--- config.mk ---
export PLATFORM = sky130hd
export DESIGN_NAME = telemetry_frame_builder_crc16
export DESIGN_NICKNAME = d
export VERILOG_FILES = /design/src/sv/tfb_pkg.sv /design/src/sv/tfb_front.sv /design/src/sv/tfb_queue.sv /design/src/sv/tfb_back.sv /design/src/sv/telemetry_frame_builder_crc16.sv
export SDC_FILE = /design/constraint.sdc
export NUM_CORES = 1
export LEC_CHECK = 0
export BUFFER_PORTS_ARGS = -buffer_cell sky130_fd_sc_hd__buf_4
export CAP_MARGIN = 5
export CORE_UTILIZATION = 30
export CTS_CLUSTER_DIAMETER = 200
export DETAILED_ROUTE_END_ITERATION = 16
export HOLD_SLACK_MARGIN = 0.03
export MAX_ROUTING_LAYER = met4
export RECOVER_POWER = 25
export REMOVE_ABC_BUFFERS = 1
export SLEW_MARGIN = 40
export SYNTH_ARGS = -nofsm -noshare
export SYNTH_HDL_FRONTEND = slang
export SYNTH_SLANG_ARGS = --single-unit
export TNS_END_PERCENT = 5
--- constraint.sdc ---
create_clock -name clk -period 18.06 [get_ports clk]
set_input_delay 1.806 -clock clk [delete_from_list [all_inputs] [get_ports clk]]
set_output_delay 1.806 -clock clk [all_outputs]
set_load 0.05 [all_outputs]
--- src/sv/tfb_pkg.sv ---
package tfb_pkg;

  localparam int FRAME_LENGTH_DEF = 64;
  localparam int QUEUE_DEPTH      = 2;
  localparam int PAYLOAD_END      = 40;

  localparam logic [15:0] CRC_INIT = 16'hFFFF;
  localparam logic [15:0] CRC_POLY = 16'h1021;

  localparam logic [7:0]  SYNC_FIRST    = 8'h54;
  localparam logic [7:0]  SYNC_SECOND   = 8'h47;
  localparam logic [7:0]  FRAME_VERSION = 8'd3;
  localparam logic [7:0]  PAYLOAD_LEN   = 8'd40;
  localparam logic [7:0]  AMBIENT_OFFSET = 8'd10;

  localparam logic [16:0] HUMIDITY_MAX     = 17'd100000;
  localparam logic [9:0]  OUTPUT_MAX       = 10'd1000;
  localparam logic [6:0]  SETPOINT_HUM_MAX = 7'd100;

  localparam logic [1:0]  CFG_TARGET_TEMP = 2'd0;
  localparam logic [1:0]  CFG_TARGET_HUM  = 2'd1;

  typedef struct packed {
    logic [31:0] tick;
    logic [31:0] chamber_temp;
    logic [7:0]  ambient_ofs;
    logic [16:0] humidity;
    logic        reading_valid;
    logic [7:0]  status;
    logic [9:0]  heater;
    logic [7:0]  set_temp;
    logic [6:0]  set_hum;
    logic [7:0]  fault;
    logic [7:0]  ack_outcome;
    logic [31:0] ack_sess_id;
    logic [31:0] ack_seq_no;
    logic [31:0] rcv_err_cnt;
  } record_t;

  function automatic logic [15:0] crc_byte(input logic [15:0] crc_in, input logic [7:0] data);
    logic [15:0] c;
    c = crc_in ^ {data, 8'h00};
    for (int b = 0; b < 8; b++) begin
      c = c[15] ? ((c << 1) ^ CRC_POLY) : (c << 1);
    end
    return c;
  endfunction

  // header and payload bytes, everything past the payload is zero
  function automatic logic [7:0] record_byte(input record_t rec, input logic [5:0] idx);
    logic [7:0] b;
    case (idx)
      6'd0:  b = SYNC_FIRST;
      6'd1:  b = SYNC_SECOND;
      6'd2:  b = FRAME_VERSION;
      6'd3:  b = PAYLOAD_LEN;
      6'd4:  b = rec.tick[7:0];
      6'd5:  b = rec.tick[15:8];
      6'd6:  b = rec.tick[23:16];
      6'd7:  b = rec.tick[31:24];
      6'd8:  b = rec.chamber_temp[7:0];
      6'd9:  b = rec.chamber_temp[15:8];
      6'd10: b = rec.chamber_temp[23:16];
      6'd11: b = rec.chamber_temp[31:24];
      6'd12: b = rec.ambient_ofs;
      6'd16: b = rec.humidity[7:0];
      6'd17: b = rec.humidity[15:8];
      6'd18: b = {7'd0, rec.humidity[16]};
      6'd20: b = {7'd0, rec.reading_valid};
      6'd21: b = rec.status;
      6'd22: b = rec.heater[7:0];
      6'd23: b = {6'd0, rec.heater[9:8]};
      6'd24: b = rec.set_temp;
      6'd25: b = {1'b0, rec.set_hum};
      6'd26: b = rec.fault;
      6'd27: b = rec.ack_outcome;
      6'd28: b = rec.ack_sess_id[7:0];
      6'd29: b = rec.ack_sess_id[15:8];
      6'd30: b = rec.ack_sess_id[23:16];
      6'd31: b = rec.ack_sess_id[31:24];
      6'd32: b = rec.ack_seq_no[7:0];
      6'd33: b = rec.ack_seq_no[15:8];
      6'd34: b = rec.ack_seq_no[23:16];
      6'd35: b = rec.ack_seq_no[31:24];
      6'd36: b = rec.rcv_err_cnt[7:0];
      6'd37: b = rec.rcv_err_cnt[15:8];
      6'd38: b = rec.rcv_err_cnt[23:16];
      6'd39: b = rec.rcv_err_cnt[31:24];
      default: b = 8'd0;
    endcase
    return b;
  endfunction

endpackage

--- src/sv/tfb_front.sv ---
module tfb_front
  import tfb_pkg::*;
(
  input  logic               clk,
  input  logic               rst_n,
  input  logic               cfg_valid,
  input  logic [1:0]         cfg_index,
  input  logic [7:0]         cfg_wdata,
  input  logic               in_valid,
  input  logic [31:0]        in_tick_count,
  input  logic signed [31:0] in_chamber_temperature,
  input  logic signed [7:0]  in_ambient_temperature,
  input  logic [16:0]        in_humidity_level,
  input  logic               in_reading_valid,
  input  logic [7:0]         in_status_flags,
  input  logic [9:0]         in_heater_output,
  input  logic [7:0]         in_fault_code,
  input  logic [7:0]         in_ack_outcome,
  input  logic [31:0]        in_ack_session_id,
  input  logic [31:0]        in_ack_sequence_no,
  input  logic [31:0]        in_receive_errors,
  output logic               push,
  output record_t            push_rec,
  input  logic               q_full
);

  logic [7:0] set_temp_r, set_temp_nxt;
  logic [6:0] set_hum_r, set_hum_nxt;

  always_comb begin
    set_temp_nxt = set_temp_r;
    set_hum_nxt  = set_hum_r;
    if (cfg_valid) begin
      case (cfg_index)
        CFG_TARGET_TEMP: set_temp_nxt = cfg_wdata;
        CFG_TARGET_HUM:  set_hum_nxt  = cfg_wdata[6:0];
        default: ;
      endcase
    end
  end

  always_ff @(posedge clk) begin
    if (!rst_n) begin
      set_temp_r <= '0;
      set_hum_r  <= '0;
    end else begin
      set_temp_r <= set_temp_nxt;
      set_hum_r  <= set_hum_nxt;
    end
  end

  assign push = in_valid && !q_full;

  always_comb begin
    push_rec.tick          = in_tick_count;
    push_rec.chamber_temp  = $unsigned(in_chamber_temperature);
    push_rec.ambient_ofs   = $unsigned(in_ambient_temperature) + AMBIENT_OFFSET;
    push_rec.humidity      = (in_humidity_level > HUMIDITY_MAX) ? HUMIDITY_MAX
                                                                : in_humidity_level;
    push_rec.reading_valid = in_reading_valid;
    push_rec.status        = in_status_flags;
    push_rec.heater        = (in_heater_output > OUTPUT_MAX) ? OUTPUT_MAX : in_heater_output;
    push_rec.set_temp      = set_temp_r;
    push_rec.set_hum       = (set_hum_r > SETPOINT_HUM_MAX) ? SETPOINT_HUM_MAX : set_hum_r;
    push_rec.fault         = in_fault_code;
    push_rec.ack_outcome   = in_ack_outcome;
    push_rec.ack_sess_id   = in_ack_session_id;
    push_rec.ack_seq_no    = in_ack_sequence_no;
    push_rec.rcv_err_cnt   = in_receive_errors;
  end

endmodule

--- src/sv/tfb_queue.sv ---
module tfb_queue
  import tfb_pkg::*;
(
  input  logic    clk,
  input  logic    rst_n,
  input  logic    push,
  input  record_t push_rec,
  output logic    q_full,
  output logic    q_valid,
  output record_t q_rec,
  input  logic    pop
);

  localparam int QAW = (QUEUE_DEPTH > 1) ? $clog2(QUEUE_DEPTH) : 1;
  localparam int QCW = $clog2(QUEUE_DEPTH + 1);

  record_t          slot_r [QUEUE_DEPTH];
  logic [QAW-1:0]   wr_ptr_r, wr_ptr_nxt;
  logic [QAW-1:0]   rd_ptr_r, rd_ptr_nxt;
  logic [QCW-1:0]   count_r, count_nxt;

  assign q_full  = (count_r == QCW'(QUEUE_DEPTH));
  assign q_valid = (count_r != '0);
  assign q_rec   = slot_r[rd_ptr_r];

  always_comb begin
    wr_ptr_nxt = wr_ptr_r;
    rd_ptr_nxt = rd_ptr_r;
    count_nxt  = count_r;
    if (push) begin
      wr_ptr_nxt = (wr_ptr_r == QAW'(QUEUE_DEPTH - 1)) ? '0 : wr_ptr_r + 1'b1;
    end
    if (pop) begin
      rd_ptr_nxt = (rd_ptr_r == QAW'(QUEUE_DEPTH - 1)) ? '0 : rd_ptr_r + 1'b1;
    end
    if (push && !pop) begin
      count_nxt = count_r + 1'b1;
    end else if (pop && !push) begin
      count_nxt = count_r - 1'b1;
    end
  end

  always_ff @(posedge clk) begin
    if (!rst_n) begin
      wr_ptr_r <= '0;
      rd_ptr_r <= '0;
      count_r  <= '0;
    end else begin
      wr_ptr_r <= wr_ptr_nxt;
      rd_ptr_r <= rd_ptr_nxt;
      count_r  <= count_nxt;
    end
  end

  always_ff @(posedge clk) begin
    if (push) begin
      slot_r[wr_ptr_r] <= push_rec;
    end
  end

  a_count_bound: assert property (@(posedge clk) disable iff (!rst_n)
    count_r <= QCW'(QUEUE_DEPTH))
    else $error("queue count beyond depth");

  a_no_push_full: assert property (@(posedge clk) disable iff (!rst_n)
    q_full |-> !push)
    else $error("push into full queue");

  a_no_pop_empty: assert property (@(posedge clk) disable iff (!rst_n)
    pop |-> q_valid)
    else $error("pop from empty queue");

endmodule

--- src/sv/tfb_back.sv ---
module tfb_back
  import tfb_pkg::*;
#(
  parameter int FRAME_LENGTH = FRAME_LENGTH_DEF
) (
  input  logic       clk,
  input  logic       rst_n,
  input  logic       q_valid,
  input  record_t    q_rec,
  output logic       pop,
  output logic       out_valid,
  input  logic       out_stall,
  output logic [7:0] out_frame_byte,
  output logic       out_last_byte
);

  localparam int PW = $clog2(FRAME_LENGTH);

  record_t        rec_r, rec_nxt;
  logic           busy_r, busy_nxt;
  logic [PW-1:0]  pos_r, pos_nxt;
  logic [15:0]    crc_r, crc_nxt;
  logic           out_valid_r, out_valid_nxt;
  logic [7:0]     byte_r, byte_nxt;
  logic           last_r, last_nxt;

  logic           load;
  logic           is_last;
  logic           is_crc_lo;
  logic [7:0]     data_byte;

  assign load      = busy_r && (!out_valid_r || !out_stall);
  assign is_last   = (pos_r == PW'(FRAME_LENGTH - 1));
  assign is_crc_lo = (pos_r == PW'(FRAME_LENGTH - 2));
  assign pop       = q_valid && (!busy_r || (load && is_last));

  always_comb begin
    if (pos_r < PW'(PAYLOAD_END)) begin
      data_byte = record_byte(rec_r, pos_r[5:0]);
    end else begin
      data_byte = 8'd0;
    end
  end

  always_comb begin
    rec_nxt       = rec_r;
    busy_nxt      = busy_r;
    pos_nxt       = pos_r;
    crc_nxt       = crc_r;
    byte_nxt      = byte_r;
    last_nxt      = last_r;
    out_valid_nxt = out_valid_r;
    if (out_stall == 1'b0) begin
      out_valid_nxt = 1'b0;
    end
    if (load) begin
      out_valid_nxt = 1'b1;
      last_nxt      = is_last;
      if (is_last) begin
        byte_nxt = crc_r[15:8];
        crc_nxt  = CRC_INIT;
        pos_nxt  = '0;
        busy_nxt = 1'b0;
      end else if (is_crc_lo) begin
        byte_nxt = crc_r[7:0];
        pos_nxt  = pos_r + 1'b1;
      end else begin
        byte_nxt = data_byte;
        crc_nxt  = crc_byte(crc_r, data_byte);
        pos_nxt  = pos_r + 1'b1;
      end
    end
    if (pop) begin
      rec_nxt  = q_rec;
      busy_nxt = 1'b1;
    end
  end

  always_ff @(posedge clk) begin
    if (!rst_n) begin
      busy_r      <= 1'b0;
      pos_r       <= '0;
      crc_r       <= CRC_INIT;
      out_valid_r <= 1'b0;
    end else begin
      busy_r      <= busy_nxt;
      pos_r       <= pos_nxt;
      crc_r       <= crc_nxt;
      out_valid_r <= out_valid_nxt;
    end
  end

  always_ff @(posedge clk) begin
    rec_r  <= rec_nxt;
    byte_r <= byte_nxt;
    last_r <= last_nxt;
  end

  assign out_valid      = out_valid_r;
  assign out_frame_byte = byte_r;
  assign out_last_byte  = last_r;

  a_pos_idle: assert property (@(posedge clk) disable iff (!rst_n)
    !busy_r |-> (pos_r == '0 && crc_r == CRC_INIT))
    else $error("serializer idle with frame state left over");

  a_last_wraps: assert property (@(posedge clk) disable iff (!rst_n)
    (load && is_last) |=> (pos_r == '0 && crc_r == CRC_INIT))
    else $error("frame end did not rewind position and crc");

  a_pop_not_busy: assert property (@(posedge clk) disable iff (!rst_n)
    (busy_r && !(load && is_last)) |-> !pop)
    else $error("record taken while frame in progress");

endmodule

--- src/sv/telemetry_frame_builder_crc16.sv ---
// telemetry frame builder, crc-16/ccitt-false
//
// in_*  : one telemetry record per beat, valid/stall handshake; the record is
//         saturated and packed on entry and parked in a two-entry queue, so
//         in_stall rises only when both queue slots are taken
// out_* : the frame, one byte per beat, out_last_byte on the final crc byte;
//         each record gives FRAME_LENGTH bytes (64 by default)
// cfg_* : setpoint registers (index 0 temperature, index 1 humidity), taken
//         at the values in force when a record enters; cfg_ready is always high
//
// the first byte of a frame reaches out_* through the queue slot, the serializer's record
// register and the output byte register. throughput: one frame byte per cycle while
// out_stall is low, set by the single-byte crc update in the serializer;
// the next queued record starts right behind the last byte of the previous one
// out_stall with out_valid high holds the current byte and freezes the serializer; the queue
// keeps taking records until full
// reset (rst_n low, synchronous) empties the queue, clears the setpoints and
// restarts the crc at 0xFFFF
module telemetry_frame_builder_crc16
  import tfb_pkg::*;
#(
  parameter int FRAME_LENGTH = FRAME_LENGTH_DEF
) (
  input  logic               clk,
  input  logic               rst_n,
  input  logic               cfg_valid,
  output logic               cfg_ready,
  input  logic [1:0]         cfg_index,
  input  logic [7:0]         cfg_wdata,
  input  logic               in_valid,
  output logic               in_stall,
  input  logic [31:0]        in_tick_count,
  input  logic signed [31:0] in_chamber_temperature,
  input  logic signed [7:0]  in_ambient_temperature,
  input  logic [16:0]        in_humidity_level,
  input  logic               in_reading_valid,
  input  logic [7:0]         in_status_flags,
  input  logic [9:0]         in_heater_output,
  input  logic [7:0]         in_fault_code,
  input  logic [7:0]         in_ack_outcome,
  input  logic [31:0]        in_ack_session_id,
  input  logic [31:0]        in_ack_sequence_no,
  input  logic [31:0]        in_receive_errors,
  output logic               out_valid,
  input  logic               out_stall,
  output logic [7:0]         out_frame_byte,
  output logic               out_last_byte
);

  logic    push;
  record_t push_rec;
  logic    q_full;
  logic    q_valid;
  record_t q_rec;
  logic    pop;

  assign cfg_ready = 1'b1;
  assign in_stall  = q_full;

  tfb_front u_front (
    .clk                    (clk),
    .rst_n                  (rst_n),
    .cfg_valid              (cfg_valid),
    .cfg_index              (cfg_index),
    .cfg_wdata              (cfg_wdata),
    .in_valid               (in_valid),
    .in_tick_count          (in_tick_count),
    .in_chamber_temperature (in_chamber_temperature),
    .in_ambient_temperature (in_ambient_temperature),
    .in_humidity_level      (in_humidity_level),
    .in_reading_valid       (in_reading_valid),
    .in_status_flags        (in_status_flags),
    .in_heater_output       (in_heater_output),
    .in_fault_code          (in_fault_code),
    .in_ack_outcome         (in_ack_outcome),
    .in_ack_session_id      (in_ack_session_id),
    .in_ack_sequence_no     (in_ack_sequence_no),
    .in_receive_errors      (in_receive_errors),
    .push                   (push),
    .push_rec               (push_rec),
    .q_full                 (q_full)
  );

  tfb_queue u_queue (
    .clk      (clk),
    .rst_n    (rst_n),
    .push     (push),
    .push_rec (push_rec),
    .q_full   (q_full),
    .q_valid  (q_valid),
    .q_rec    (q_rec),
    .pop      (pop)
  );

  tfb_back #(
    .FRAME_LENGTH (FRAME_LENGTH)
  ) u_back (
    .clk            (clk),
    .rst_n          (rst_n),
    .q_valid        (q_valid),
    .q_rec          (q_rec),
    .pop            (pop),
    .out_valid      (out_valid),
    .out_stall      (out_stall),
    .out_frame_byte (out_frame_byte),
    .out_last_byte  (out_last_byte)
  );

endmodule
==> results of run 1 <==
[layer usage]
layer,share of wire,global-route usage,vias to the layer above
met3,0.061,0.0302,93
li1,-,-,6949
met2,0.49,0.250,501
met4,0.020,0.0426,0
met1,0.43,0.198,7870
met5,0,-,-
[worst reg2reg max path, cell delays in order, from the launching register on]
cell	delay, ns
dfxtp_2	0.55
buf_4	0.44
nand2_2	0.27
or3_1	0.45
inv_1	0.37
a21boi_0	0.27
nor2_4	0.16
buf_4	0.53
buf_12	0.54
buf_16	0.44
[cells in the final DEF (no fill, tap or decap), types with 9 or more instances in the layout]
cell        instances
a2111oi_0          14
and2_1             16
clkbuf_16          75
diode_2            15
clkinvlp_4         10
mux2_1             16
clkbuf_1           92
a32oi_1             9
nand2_1            35
edfxtp_1          714
nor2b_1            28
bufinv_16           9
inv_1              13
o21ai_0            12
dfxtp_1            39
o22ai_1            13
a22oi_1            33
buf_4             104
xnor2_1             9
clkbuf_4           79
nor3_1             17
a21oi_1            19
nand3_1            18
a31oi_1             9
mux2i_1            30
and3_1             41
nand3b_1           17
mux2_2            220
nor2_1             36
[worst max-delay path by stage]
| stage | cells after the start | endpoint | slack [ns] | from |
|---|---|---|---|---|
| floorplan | 9 | u_queue.count_r[1] | 4.26 | out_stall |
| global placement | 5 | u_queue.slot_r[0][104] | 13.31 | in_valid |
| detailed placement | 9 | u_back.rec_r[21] | 13.15 | out_stall |
| CTS | 9 | u_back.rec_r[224] | 13.58 | u_back.pos_r[4] |
| global route | 9 | u_back.rec_r[84] | 13.36 | u_back.pos_r[4] |
| finish | 9 | u_back.rec_r[224] | 13.55 | u_back.pos_r[4] |
[power by group through the flow]
stage / clock (W) / combinational [W] / sequential, W
5_1_grt: 0.00168 / 0.00104 / 0.00259
2_1_floorplan: 0 / 0.000646 / 0.00277
6_report: 0.00159 / 0.000973 / 0.00256
3_5_place_dp: 0 / 0.000989 / 0.00260
4_1_cts: 0.00162 / 0.000998 / 0.00256
3_3_place_gp: 0 / 0.000944 / 0.00261
[sequential cells by signal, summed over array words and instances, names as in the netlist]
signal                 cells
u_back.busy_r              1
u_back.crc_r              16
u_back.out_frame_byte      8
u_back.out_last_byte       1
u_back.out_valid           1
u_back.pos_r               6
u_back.rec_r             235
u_front.set_hum_r          7
u_front.set_temp_r         8
u_queue.count_r            2
u_queue.rd_ptr_r           1
u_queue.slot_r           470
u_queue.wr_ptr_r           1
[cells by family after synthesis]
| kind of cell | count (synthesis) | synth area share |
|---|---|---|
| AOI/OAI and AO/OA | 182 | 0.0471 |
| xor gates and xnor gates | 20 | 0.00920 |
| adders and majority gates | 6 | 0.00257 |
| buffers and inverters | 103 | 0.0175 |
| DFF | 757 | 0.763 |
| muxes | 266 | 0.101 |
| other | 1 | 0.000128 |
| and+or+nand+nor | 284 | 0.0592 |
[cell type report]
cell class,count,share of cell area
antenna,15,0.00108
clock buffer,94,0.0571
clock inverter,39,0.0148
inverter,14,0.00151
multi-input combinational,759,0.186
sequential,757,0.641
tap,1276,0.0459
timing repair buffer,270,0.0525
[metrics by stage]
step	power [W]	area, sq um	cells	utilization	setup WS [ns]
floorplan	0.00341	28800	1530	-	4.26
global placement	0.00355	32400	3073	0.336	13.31
detailed placement	0.00359	32500	3075	0.337	13.15
CTS	0.00518	35000	3208	0.363	13.58
global route	0.00532	34800	3222	0.360	13.36
finish	0.00512	34800	3224	0.360	13.55
==> impl_metrics.ini, run 1 <==
[logic_synthesis]
synth_edf_count = 714
synthTopCellsByCount = edfxtp_1 (714), mux2_2 (236), clkbuf_1 (52), dfxtp_1 (43), and3_1 (42)
synth_top_area_frac = 0.734
synth.avg_cell_area_sq_um = 18.1
synthCells = 1619
yosysSeqAreaShare = 0.763
synth_ff_type = edfxtp_1
yosysMostFrequentCell = edfxtp_1
synth_cell_types = 90
synth_top_area_cell = edfxtp_1
synth_area_leaders = edfxtp_1 (73%), mux2_2 (9.1%), dfxtp_1 (2.9%), mux2i_1 (1.0%), and3_1 (0.90%)
netlist_area_sq_um = 29200
ys_ff_latch = 757
async_flop_share = 0
ys_warn_count = 0

[floorplanning]
die_x_microns = 314
io_pins = 247
start_util = 0.303
die_area_sq_um = 98700
die_height_microns = 314
fp-row-count = 114
coreArea_sq_um = 96600

[critical_path]
path_common_cell = buf_4
max_stage_delay_ns = 0.55
cp_slowest_cell = dfxtp_2
reg2regPathDepth = 9
start_kind = flop
crit_arrival_ns = 4.76
crit_type = reg -> reg
critPathMaxFanout = 98
crit_chain = buf_4 > nand2_2 > or3_1 > inv_1 > a21boi_0 > nor2_4 > buf_4 > buf_12 > buf_16
required_ns = 18.31
cp-end-kind = flop
crit_family = buffers and inverters
critical_path_buf_inv_count = 5
regToRegSetupSlack_ns = 13.55
timing.rr.end = u_back.rec_r[224]
reg2reg_from = u_back.pos_r[4]

[clock_network]
cts_setup_buffers = 0
ctsResizeCount = 0
cts.sinks = 757
hold_buffers = 0
clk_path_buf_depth = 3
cts_buffers = 74
clock_tree.root_cell = clkbuf_16
cts_tree = built
cts-htree-levels = 3
clkTransAtPathRegs_ns = 0.06
insertion_delay_ns = 0.64

[layout]
nFillCells = 8991
regArea_sq_um = 22300
area_growth_pct = 19.1
drive_gt1_frac = 0.292
num-nets-final = 2117
multi_input_area_sq_um = 6480

[pwr]
p_int_w = 0.00372
p_seq_frac = 0.500
power_density_nw_per_um2 = 147
switching_share = 0.273
combPwrFrac = 0.190
power.switching_w = 0.00140
vdd_ir_drop_max_v = 0.0000889
power_frac_clock = 0.310
p_leak_nw = 11.6

[sta]
fmax_mhz = 222
period_minus_slack_ns = 4.51
tns_ns = 0
slew_headroom = -0.0211
tightest_slew_ns = 1.53
hold_slack_ns = 0.459
slew_violations = 31
timing.final.crit_share = 0.250
hold_violations = 0
final.setup_skew_ns = 0.0379
rsz0062_at_grt = false
finalSetupViolCount = 0

[grt]
grt_max_degree = 136
overflow = 0
grt_pass1_wl_microns = 108000
grt_antenna_before_repair = 18
grt_use_total = 0.155
grt_pass1_vias = 16000

[min_path]
hold_end = u_queue.slot_r[1][124]
hold_path_class = reg -> reg
min_from = u_front.set_temp_r[5]
min_path_cells = 0

[routing]
firstDrtPassIters = 6
vias = 15400
wirelength_microns = 74800
final_antenna_net_count = 0
drtIter0Drc = 1365
wl_per_cell_microns = 23.2
routed_via_density = 4.78
drc = 0

[placement]
io_buffers = 245
dpl.hpwl_microns = 51400
gp_congestion = 0.849

[outcome]
status = finished, violations left
violations = capacitance limit, slew limit

[job]
cap_viol_max_count = 1
Note: power is estimated with default switching activity, not from simulation.
==> inputs of run 2 (changes only) <==
Clock period 18.06 ns to 4.7 ns, I/O delays scaled along.
==> impl_metrics.ini, run 2 (synthesis gave the netlist of run 1 again) <==
[floorplanning]
coreArea_sq_um = 96600
io_pins = 247
die_x_microns = 314
die_area_sq_um = 98700
fp-row-count = 114
die_height_microns = 314
start_util = 0.303

[clock_network]
cts-htree-levels = 3
cts.sinks = 757
clk_path_buf_depth = 3
ctsResizeCount = 0
hold_buffers = 181
cts_buffers = 81
clkTransAtPathRegs_ns = 0.06
cts_tree = built
cts_setup_buffers = 0
clock_tree.root_cell = clkbuf_16
insertion_delay_ns = 0.64

[sta]
slew_violations = 0
tightest_slew_ns = 0.995
finalSetupViolCount = 0
slew_headroom = 0.337
hold_violations = 0
timing.final.crit_share = 0.809
period_minus_slack_ns = 3.80
rsz0062_at_grt = false
final.setup_skew_ns = 0.0331
fmax_mhz = 263

[routing]
wirelength_microns = 78600
drc = 0
vias = 16200
wl_per_cell_microns = 23.0
wl_met2_microns = 38000
routed_via_density = 4.76
met1_length_microns = 35500
firstDrtPassIters = 5
final_antenna_net_count = 0
drtIter0Drc = 1464
wl_met3_microns = 3400
highest_layer = met4

[layout]
utilization = 0.379
mostFrequentLayoutCell = edfxtp_1
largestRegisters = u_queue.slot_r x470, u_back.rec_r x235, u_back.crc_r x16
fin_area_sq_um = 36600
largest_reg_flops = 470
diodes = 0
area_growth_pct = 25.2
drive_gt1_frac = 0.266
final_cell_mix = edfxtp_1 (714), mux2_2 (236), dlygate4sd3_1 (181)
num-nets-final = 2316
largest-register = u_queue.slot_r

[critical_path]
critPathMaxFanout = 25
regToRegSetupSlack_ns = 0.90
crit_type = reg -> reg
timing.rr.end = u_back.crc_r[12]
required_ns = 5.25
start_kind = flop
cp-end-kind = flop
reg2reg_from = u_back.pos_r[2]
crit_arrival_ns = 4.36
reg2regPathDepth = 8

[pwr]
vdd_ir_drop_max_v = 0.000329
p_leak_nw = 12.4
fin_total_pwr_w = 0.0200
power_density_nw_per_um2 = 548

[min_path]
min_path_cells = 3
hold_path_class = in -> reg
hold_end = u_back.out_valid
min_from = out_stall

[outcome]
status = finished, final reports clean

[placement]
postPlaceCellArea_sq_um = 32600
gp_congestion = 0.878
dpl.hpwl_microns = 54500
io_buffers = 245

[grt]
grt_pass1_vias = 16600
grt_max_degree = 130
overflow = 0
grt_use_total = 0.162
grt_pass1_wl_microns = 113000
grt_antenna_before_repair = 4

[job]
cap_viol_max_count = 0
run 2: cell count changes in the layout (fill, tap and decap cells not counted), sizes merged:
cell / before / now
clkinv: 16 / 26
inv: 18 / 14
buf: 114 / 107
bufinv: 9 / 3
clkinvlp: 10 / 5
clkbuf: 250 / 286
dlygate4sd3: 0 / 181
diode: 15 / 0
run 2: worst max-delay path by stage:
| stage | endpoint | from | slack [ns] |
|---|---|---|---|
| 5_1_grt | u_back.crc_r[13] | u_back.pos_r[0] | 0.68 |
| 3_3_place_gp | u_back.crc_r[12] | u_back.pos_r[2] | 1.03 |
| 4_1_cts | u_back.crc_r[15] | u_back.pos_r[4] | 0.85 |
| 2_1_floorplan | u_queue.count_r[1] | u_back.pos_r[2] | -8.98 |
| 6_report | u_back.crc_r[12] | u_back.pos_r[2] | 0.90 |
| 3_5_place_dp | u_back.crc_r[15] | u_back.pos_r[4] | 0.89 |
run 2: area by class of cell:
type	count	area (sq um)
timing repair buffer	462	3660
sequential	757	22300
tap	1276	1600
inverter	14	52.6
clock inverter	34	264
multi-input combinational	759	6450
fill	8879	60000
clock buffer	112	2250
run 2: where the power goes:
part	internal (W)	switching, W
logic	0.00156	0.00232
registers	0.00937	0.000758
clock network	0.00351	0.00250
run 2: worst max-delay path, stage by stage (launching register included):
cell and delay (ns):
dfxtp_2 0.76, nand4bb_1 0.58, nor2_1 0.29, a2111oi_0 0.75
and4_4 0.36, a21boi_1 0.12, o211a_1 0.31, or3_1 0.37
a31oi_1 0.16
run 2: layer usage:
layer / track usage / vias up
met3: 0.0224 / 101
met2: 0.258 / 486
li1: - / 7356
met4: 0.0478 / 0
met5: - / -
met1: 0.217 / 8292
run 2: metrics by stage:
step	TNS (ns)	hold slack, ns	setup slack [ns]	std cells
finish	0	0.115	0.897	3414
floorplan	-4339.30	0.425	-8.98	1530
detailed placement	0	0.437	0.888	3087
CTS	0	0.0314	0.854	3414
global route	0	0.122	0.677	3414
global placement	0	0.434	1.03	3086
